**src/hdl/rtdd_pkg.sv**
```systemverilog
package rtdd_pkg;

    // fixed field widths
    localparam int BASE_W  = 8;
    localparam int VALUE_W = 64;

    // product of one digit and one power of ten
    localparam int TERM_W  = VALUE_W + BASE_W;

    // power of ten times ten, with headroom for the carry
    localparam int PW10_W  = VALUE_W + 4;

    // smallest usable radix
    localparam logic [BASE_W-1:0] MIN_BASE = BASE_W'(2);

    // decimal radix applied to the running power
    localparam logic [3:0] DEC_RADIX = 4'd10;

endpackage

```
**src/hdl/radix_to_decimal_digits_top.sv**
```systemverilog
// one item at a time: each base-b digit of the input takes a shift-subtract divider
// pass, a multiply and an accumulate; base 0/1 or number zero skip the digit work
// a new item is taken in the cycle after the result is handed to the output
// register, which waits while the previous result is still held
// reset: synchronous active-low i_rst_n clears the sequencer and the output valid
module radix_to_decimal_digits_top #(
    parameter int NUMBER_WIDTH = 31
) (
    input  logic                          i_clk,
    input  logic                          i_rst_n,
    // input item
    input  logic                          i_valid,
    output logic                          o_ready,
    input  logic [NUMBER_WIDTH-1:0]       i_number,
    input  logic [rtdd_pkg::BASE_W-1:0]   i_base,
    // result item
    output logic                          o_valid,
    input  logic                          i_ready,
    output logic [rtdd_pkg::VALUE_W-1:0]  o_digits_value,
    output logic                          o_overflow,
    output logic                          o_bad_base
);
    import rtdd_pkg::*;

    // bit counter for one division pass
    localparam int CNT_W = $clog2(NUMBER_WIDTH);

    // sequencer states
    typedef enum logic [2:0] {
        S_IDLE,  // waiting for an item
        S_DIV,   // one quotient bit per cycle
        S_MUL,   // digit times power of ten, next power
        S_ADD,   // accumulate with overflow checks
        S_FIN    // hand the result to the output register
    } t_state;

    t_state                r_state;
    logic [NUMBER_WIDTH-1:0] r_num;    // dividend shifting out, quotient shifting in
    logic [BASE_W-1:0]     r_rem;      // partial remainder, ends as the digit
    logic [BASE_W-1:0]     r_base;
    logic [CNT_W-1:0]      r_cnt;
    logic [VALUE_W-1:0]    r_acc;
    logic [VALUE_W-1:0]    r_pw;       // current power of ten
    logic                  r_pw_big;   // power of ten no longer fits 64 bits
    logic                  r_ovf;
    logic                  r_bad;
    logic [TERM_W-1:0]     r_term;
    logic [PW10_W-1:0]     r_pw10;
    logic                  r_o_valid;
    logic [VALUE_W-1:0]    r_o_value;
    logic                  r_o_ovf;
    logic                  r_o_bad;

    // shared shift-subtract divider step
    logic [BASE_W:0]       div_shift;
    logic                  div_ge;
    logic [BASE_W:0]       div_diff;
    logic [BASE_W-1:0]     n_rem;
    logic [NUMBER_WIDTH-1:0] n_num;

    assign div_shift = {r_rem, r_num[NUMBER_WIDTH-1]};
    assign div_ge    = (div_shift >= {1'b0, r_base});
    assign div_diff  = div_shift - {1'b0, r_base};
    // shifted remainder stays below twice the base, so the result fits
    assign n_rem     = div_ge ? div_diff[BASE_W-1:0] : div_shift[BASE_W-1:0];
    assign n_num     = {r_num[NUMBER_WIDTH-2:0], div_ge};

    // accumulate step
    logic [VALUE_W:0]      add_sum;
    logic                  term_big;

    assign add_sum  = {1'b0, r_acc} + {1'b0, r_term[VALUE_W-1:0]};
    assign term_big = (r_term[TERM_W-1:VALUE_W] != '0);

    logic in_fire;
    logic out_fire;
    logic out_free;

    assign in_fire  = i_valid && o_ready;
    assign out_fire = r_o_valid && i_ready;
    // output register can take a result this cycle
    assign out_free = !r_o_valid || i_ready;

    always_ff @(posedge i_clk) begin
        if (!i_rst_n) begin
            r_state   <= S_IDLE;
            r_o_valid <= 1'b0;
        end else begin
            // in S_FIN the load below decides the output valid
            if (out_fire && r_state != S_FIN) begin
                r_o_valid <= 1'b0;
            end
            unique case (r_state)
                S_IDLE: begin
                    if (in_fire) begin
                        r_num    <= i_number;
                        r_base   <= i_base;
                        r_rem    <= '0;
                        r_cnt    <= '0;
                        r_acc    <= '0;
                        r_pw     <= VALUE_W'(1);
                        r_pw_big <= 1'b0;
                        r_ovf    <= 1'b0;
                        r_bad    <= (i_base < MIN_BASE);
                        // invalid base and zero both finish with no digit work
                        if (i_base < MIN_BASE || i_number == '0) begin
                            r_state <= S_FIN;
                        end else begin
                            r_state <= S_DIV;
                        end
                    end
                end
                S_DIV: begin
                    r_rem <= n_rem;
                    r_num <= n_num;
                    r_cnt <= r_cnt + CNT_W'(1);
                    if (r_cnt == CNT_W'(NUMBER_WIDTH - 1)) begin
                        r_state <= S_MUL;
                    end
                end
                S_MUL: begin
                    r_term  <= TERM_W'(r_rem) * TERM_W'(r_pw);
                    r_pw10  <= PW10_W'(r_pw) * PW10_W'(DEC_RADIX);
                    r_state <= S_ADD;
                end
                S_ADD: begin
                    // a zero digit adds nothing, even past the 64-bit powers
                    if (r_rem != '0 && !r_ovf) begin
                        if (r_pw_big || term_big || add_sum[VALUE_W]) begin
                            r_ovf <= 1'b1;
                        end else begin
                            r_acc <= add_sum[VALUE_W-1:0];
                        end
                    end
                    if (!r_pw_big) begin
                        if (r_pw10[PW10_W-1:VALUE_W] != '0) begin
                            r_pw_big <= 1'b1;
                        end else begin
                            r_pw <= r_pw10[VALUE_W-1:0];
                        end
                    end
                    r_rem <= '0;
                    r_cnt <= '0;
                    if (r_num == '0) begin
                        r_state <= S_FIN;
                    end else begin
                        r_state <= S_DIV;
                    end
                end
                S_FIN: begin
                    // wait here while the previous result is still held
                    if (out_free) begin
                        r_o_valid <= 1'b1;
                        r_o_value <= r_ovf ? '1 : r_acc;
                        r_o_ovf   <= r_ovf;
                        r_o_bad   <= r_bad;
                        r_state   <= S_IDLE;
                    end
                end
                default: begin
                    r_state <= S_IDLE;
                end
            endcase
        end
    end

    assign o_ready        = (r_state == S_IDLE);
    assign o_valid        = r_o_valid;
    assign o_digits_value = r_o_value;
    assign o_overflow     = r_o_ovf;
    assign o_bad_base     = r_o_bad;

    // the partial remainder never reaches the base during a division pass
    a_rem_below_base: assert property (@(posedge i_clk) disable iff (!i_rst_n)
        (r_state == S_DIV) |-> (r_rem < r_base))
        else $error("partial remainder not below base");

    // an invalid base gives zero and no overflow
    a_bad_base_zero: assert property (@(posedge i_clk) disable iff (!i_rst_n)
        (o_valid && o_bad_base) |-> (o_digits_value == '0 && !o_overflow))
        else $error("invalid base result not zero");

    // overflow always saturates
    a_ovf_saturates: assert property (@(posedge i_clk) disable iff (!i_rst_n)
        (o_valid && o_overflow) |-> (&o_digits_value))
        else $error("overflow without saturation");

    // a result moves to the output only when the slot is free
    a_no_overwrite: assert property (@(posedge i_clk) disable iff (!i_rst_n)
        (r_state == S_FIN && r_o_valid && !i_ready) |=> (r_state == S_FIN))
        else $error("held result overwritten");

endmodule

```
**config.mk**
```make
export PLATFORM = sky130hd
export DESIGN_NAME = radix_to_decimal_digits_top
export DESIGN_NICKNAME = d
export VERILOG_FILES = /design/src/hdl/rtdd_pkg.sv /design/src/hdl/radix_to_decimal_digits_top.sv
export SDC_FILE = /design/constraint.sdc
export NUM_CORES = 2
export LEC_CHECK = 0
export BUFFER_PORTS_ARGS = -buffer_cell sky130_fd_sc_hd__buf_2
export CELL_PAD_IN_SITES_DETAIL_PLACEMENT = 0
export CELL_PAD_IN_SITES_GLOBAL_PLACEMENT = 2
export CORE_MARGIN = 2
export CORE_UTILIZATION = 46
export CTS_CLUSTER_SIZE = 20
export DETAILED_ROUTE_END_ITERATION = 16
export PLACE_DENSITY_LB_ADDON = 0.1
export SYNTH_ARGS = -nofsm -noshare
export SYNTH_HDL_FRONTEND = slang
export SYNTH_SLANG_ARGS = --single-unit
```
**constraint.sdc**
```tcl
create_clock -name i_clk -period 37.4 [get_ports i_clk]
set_input_delay 9.35 -clock i_clk [delete_from_list [all_inputs] [get_ports i_clk]]
set_output_delay 9.35 -clock i_clk [all_outputs]
set_load 0.01 [all_outputs]
```
# Word-level counts from Yosys, hierarchy flattened
# Index checks and enable logic that the tools add are counted.
[totals] regBits=392 latchBits=0 ram_bits=0 romBits=0 inputBits=43 output_inout_bits=68 elab_cells=97 mem_count=0
[classes] addsub=3 multipliers=2 div=0 n_lt_le_gt_ge=2 n_eq_ne=14 n_shift=0 mux=31 n_bitwise=0 reduce_logical=29
[op_table] operator="$mux W64" n=6
[op_table] operator="$pmux W64 S2" n=2
[op_table] operator="$mul A8 B64 Y72" n=1
[op_table] operator="$mul A64 B3 Y67 const B" n=1
[op_table] operator="$add A64 B64 Y65" n=1
[op_table] operator="$logic_not A31 Y1" n=2
[op_table] operator="$pmux W31 S2" n=1
[op_table] operator="$mux W31" n=1
[op_table] operator="$pmux W8 S3" n=1
[op_table] operator="$reduce_and A3 Y1" n=6
[op_table] operator="$mux W8" n=2
[op_table] operator="$reduce_bool A8 Y1" n=2
[op_table] operator="$mux W3" n=5
[op_table] operator="$pmux W3 S5" n=1
[op_table] operator="$pmux W5 S3" n=1
[op_table] operator="$reduce_and A5 Y1" n=3
[op_table] operator="$ne A2 B2 Y1 const B" n=7
[op_table] operator="$ge A9 B8 Y1" n=1
[op_table] operator="$lt A8 B2 Y1 const B" n=1
[op_table] operator="$mux W1" n=8
[op_table] operator="$sub A8 B8 Y8" n=1
[op_table] operator="$eq A3 B2 Y1 const B" n=2
[op_table] operator="$add A5 B1 Y5 const B" n=1
[op_table] operator="$eq A5 B5 Y1 const B" n=1
[op_table] operator="other kinds (14)" n=23

# Depth between registers and ports, before layout
[logic_depth] word_depth=6 mapped_depth=24 depth_no_buf=21

# Least setup slack after synthesis
# No wires, ideal clock.
[synth_timing] path_type="in2reg" startpoint="input i_rst_n" endpoint="register r_pw10[10] (enable)" setup_time_ps=807 t_arrival_ps=18804 required_ps=36593 slack_ps=17789 stages=2 path_buffers=0 path_cell_list="nand2b_1 nor3_1"
[synth_via] elab_chain_cells=1
[synth_rtl] item="from (decl)" line_no="radix_to_decimal_digits_top.sv:10" rtl="input logic i_rst_n,"
[synth_rtl] item="$reduce_and A2 Y1 (no line)"
[synth_rtl] item="to (signal assigned)" line_no="radix_to_decimal_digits_top.sv:123" rtl="r_pw10 <= PW10_W'(r_pw) * PW10_W'(DEC_RADIX);"
[synth_rtl] item="to (decl)" line_no="radix_to_decimal_digits_top.sv:48" rtl="logic [PW10_W-1:0] r_pw10;"
# Every way passes these cells.
# A chain may end at the register's enable or synchronous reset.

# Worst setup path in the final report
[layout_timing] startpoint="input i_valid" endpoint="register r_acc[59] (enable)"
[layout_via] elab_chain_cells=3
[layout_rtl] item="from (decl)" line_no="radix_to_decimal_digits_top.sv:12" rtl="input logic i_valid,"
[layout_rtl] item="$logic_and A1 B1 Y1" line_no="radix_to_decimal_digits_top.sv:79" rtl="assign in_fire = i_valid && o_ready;"
[layout_rtl] item="$ne A2 B1 Y1 (no line)"
[layout_rtl] item="$reduce_and A5 Y1 (no line)"
[layout_rtl] item="to (signal assigned)" line_no="radix_to_decimal_digits_top.sv:132" rtl="r_acc <= add_sum[VALUE_W-1:0];"
[layout_rtl] item="to (decl)" line_no="radix_to_decimal_digits_top.sv:42" rtl="logic [VALUE_W-1:0] r_acc;"
# Every way passes these cells.

==> flow_results.org <==
** STA
- Final worst-path cycle share :: 0.306
- Based on the critical path, the design can be clocked at up to roughly 87 MHz.
- Setup repair after global routing left no endpoint under its margin.
- For the finished layout, the period the worst path requires is roughly 11000 ps.
- Largest clock skew in the final design :: roughly 25 ps
- Summed over all failing endpoints, the final setup total negative slack is 0 ps.
- Worst rel slew slack :: 0.283
- Transition time at the pin with the least slew margin :: 1080 ps
- Number of endpoints failing setup at the final stage :: 0
- Count of pins over their slew limit :: 0
- The number of endpoints with negative hold slack in the final report is 0.

** Routing
- The routed layout has approximately 28000 vias.
- The routed design has between 90000 and 100000 um of wire.
- Number of antenna-violating nets in the routed design :: 0
- Drt first pass iters :: 5
- Number of DRC violations after detailed-routing iteration 0 :: around 1700
- In the routed layout, each cell is associated on average with a via count of 5.51.
- DRC Markers :: 0
- Routed length per instance :: 19.3 um

** Worst hold path
- Hold Path Stages :: 0
- The min-delay analysis places its worst path in the category flop to flop.
- The worst hold path terminates at o_bad_base.
- Worst Min Path Start :: r_bad

** CTS
- Cts hold-fix bufs :: 0
- Level count of the clock H-tree :: 2
- Post-CTS Repair Setup Buffers :: 0
- The number of gates resized after CTS was 0.
- The cell sitting at the root of the clock tree is a sky130_fd_sc_hd__clkbuf_16.
- For this design, the sink count on the clock tree is 392.
- Buffers from clock root to sink, at most :: 3
- TritonCTS Buffers :: 44
- Clk Latency, worst-skew pair :: between 500 and 600 ps
- TritonCTS built the clock tree.
- Clock-pin slew was measured on the worst setup and hold paths at 60 ps.

** Yosys
- Synthesis handed over a netlist of 3874 instances.
- Ranking of synthesized cells by area :: sky130_fd_sc_hd__edfxtp_1 30%, sky130_fd_sc_hd__fa_1 20%, sky130_fd_sc_hd__ha_1 9.4%, sky130_fd_sc_hd__and2_1 7.7%, sky130_fd_sc_hd__inv_1 4.1%
- Library cells used by synthesis :: 89
- Summing every instance area after synthesis gives 38500 um^2.
- Number of warning messages in the yosys log :: 0
- #FFs+latches synth :: 392
- Post-synth top area share :: 0.303
- In the synthesized netlist the dominant register cell turns out to be sky130_fd_sc_hd__edfxtp_1.
- In this run, synthesis inferred 388 flip-flops with an integrated enable.
- Mean instance size in the synthesized netlist :: about 9.9 um^2
- Nets in the synthesized netlist :: 4582
- Library cell with the largest summed area after synthesis :: sky130_fd_sc_hd__edfxtp_1
- Of all flip-flops after synthesis, the portion carrying an async set or reset was 0.
- Fraction of the yosys area taken by sequential cells :: 0.305

** Placed design
- Port bufs :: 110
- HPWL reported at the end of detailed placement :: 72900 um
- Counting tap cells, the placed design contains a total of 4918 instances.
- The congestion estimate from routability-driven global placement came to a little under 0.9.

** Setup path
- The worst register-to-register path ends at r_term[62].
- STA classifies the critical path startpoint as an input port.
- Arrival time of the worst setup path :: 11650 ps
- STA classifies the critical path endpoint as a flop.
- FF-to-FF setup slack :: 29950 ps
- Startpoint of the worst register-to-register path :: r_rem[2]
- CP delay by family, top :: simple AND/OR/NAND/NOR gates
- Walking the worst path, the cells encountered are buf_2 -> and2_1 -> o21ai_0 -> nor2_1 -> a31oi_1 -> o21ai_4 -> buf_4.
- Cell with the largest stage delay on the worst path :: sky130_fd_sc_hd__nor2_1
- Cells on worst reg2reg path :: 19
- Crit Path Class :: input port to flop
- Largest fanout of any net on the critical path :: 64
- Required time of the critical path :: about 38000 ps
- The critical path contains buffers and inverters numbering 2 combined.
- For this run, the slowest stage of the critical path takes about 720 ps.

** Die
- Row generation in the floorplan step produced 106 rows.
- The initial utilization of the core area, before any placement, comes to 0.463.
- Die X :: 293 um
- The total area inside the core boundary comes to 83200 um^2.
- ~110 I/O pins were placed.
- The die is 293 um tall.
- The die covers 86000 um^2.

** Global routing
- Antenna violations before repair :: 1
- The first global-routing pass estimated about 160000 um of wire.
- Entering global routing, the biggest net connects 140 pins.
- In the global route stage, met1 resource usage came out at 0.343.
- Global routing's busiest layer :: met2
- Via count of the first global-routing pass :: approximately 28000
- Overflow left after global routing :: 0
- In the global route stage, met3 resource usage came out at 0.0241.
- GRT Util Overall :: 0.228
- Global routing usage on met2 :: 0.357

** Job
- The tool flagged a number of max-cap violations equal to 0.

** Final layout
- Most common cell after layout, fill and taps aside :: sky130_fd_sc_hd__and2_1
- The count of cells in the finished layout, fillers not included, comes to about 5000.
- The top cell types in the final layout, fill and taps aside, are 476 x sky130_fd_sc_hd__and2_1, 417 x sky130_fd_sc_hd__inv_1, 388 x sky130_fd_sc_hd__edfxtp_1.
- The final layout contains 4592 nets.
- The number of antenna diodes in the final layout is 0.
- Relative to the synthesized area, the layout overhead comes to 7.23%.
- Fraction of final layout cells with drive strength greater than 1 :: 0.0825

** Outcome
- The flow ran to the end, and the final reports show no timing, DRC or antenna violations.
[worst max-delay path by stage]
stage | slack (ps) | cells past startpoint | start | to
floorplan | 17790 | 2 | i_rst_n | r_pw10[10]
global placement | 25360 | 7 | i_valid | r_acc[57]
detailed placement | 25340 | 7 | i_valid | r_acc[54]
CTS | 25930 | 7 | i_valid | r_acc[31]
global route | 25700 | 7 | i_valid | r_acc[31]
finish | 25960 | 7 | i_valid | r_acc[59]
[logic make-up after synthesis]
family / after synthesis / synth area share
and+or+nand+nor: 1324 / 0.181
AOI/OAI and AO/OA: 717 / 0.122
adders and majority gates: 665 / 0.289
buffers and inverters: 586 / 0.0591
DFF: 392 / 0.305
xor gates and xnor gates: 183 / 0.0417
muxes: 7 / 0.00182
[synth_stat cells (34+ instances only)]
master / instances
sky130_fd_sc_hd__nor3_1: 36
sky130_fd_sc_hd__nor2_1: 174
sky130_fd_sc_hd__nand3_1: 40
sky130_fd_sc_hd__ha_1: 290
sky130_fd_sc_hd__a21o_1: 124
sky130_fd_sc_hd__nand2_1: 337
sky130_fd_sc_hd__inv_1: 418
sky130_fd_sc_hd__or2_2: 73
sky130_fd_sc_hd__nand4_1: 60
sky130_fd_sc_hd__a21oi_1: 246
sky130_fd_sc_hd__o21bai_1: 34
sky130_fd_sc_hd__edfxtp_1: 388
sky130_fd_sc_hd__xor2_1: 65
sky130_fd_sc_hd__o21ai_0: 107
sky130_fd_sc_hd__fa_1: 375
sky130_fd_sc_hd__and2_1: 476
sky130_fd_sc_hd__xnor2_1: 118
sky130_fd_sc_hd__clkbuf_1: 151
[layout make-up]
class | instances | area (um^2)
Fill cell | 7721 | 41900
Multi-Input combinational cell | 2896 | 24500
Sequential cell | 392 | 11700
Inverter | 418 | 1570
Tap cell | 1080 | 1350
Clock buffer | 53 | 1160
Timing Repair Buffer | 132 | 728
Clock inverter | 24 | 200
[routing by layer]
layer	vias to the layer above	part of all wire	wire, um
li1	13100	-	-
met1	13700	0.50	48100
met2	581	0.44	42600
met3	107	0.040	3890
met4	0	0.019	1830
met5	-	0	0
[per-stage QoR]
| stage | setup WS, ps | util | hold slack [ps] | cell area (um^2) |
|---|---|---|---|---|
| 2_1_floorplan | 17790 | - | 400 | 38500 |
| 3_3_place_gp | 25360 | 0.480 | 415 | 39900 |
| 3_5_place_dp | 25340 | 0.480 | 418 | 39900 |
| 4_1_cts | 25930 | 0.496 | 432 | 41200 |
| 5_1_grt | 25700 | 0.496 | 445 | 41200 |
| 6_report | 25960 | 0.496 | 427 | 41200 |
[state kept, by name, summed over array words and instances, names as in the netlist, 3 cells and up]
name,count
r_rem,8
r_state,3
r_acc,64
r_pw10,67
r_cnt,5
r_pw,64
r_term,72
o_digits_value,64
r_num,31
r_base,8
Power is left out: the tool's default activity adds up to more than one toggle a clock period on the data nets, which glitch-free logic cannot reach.
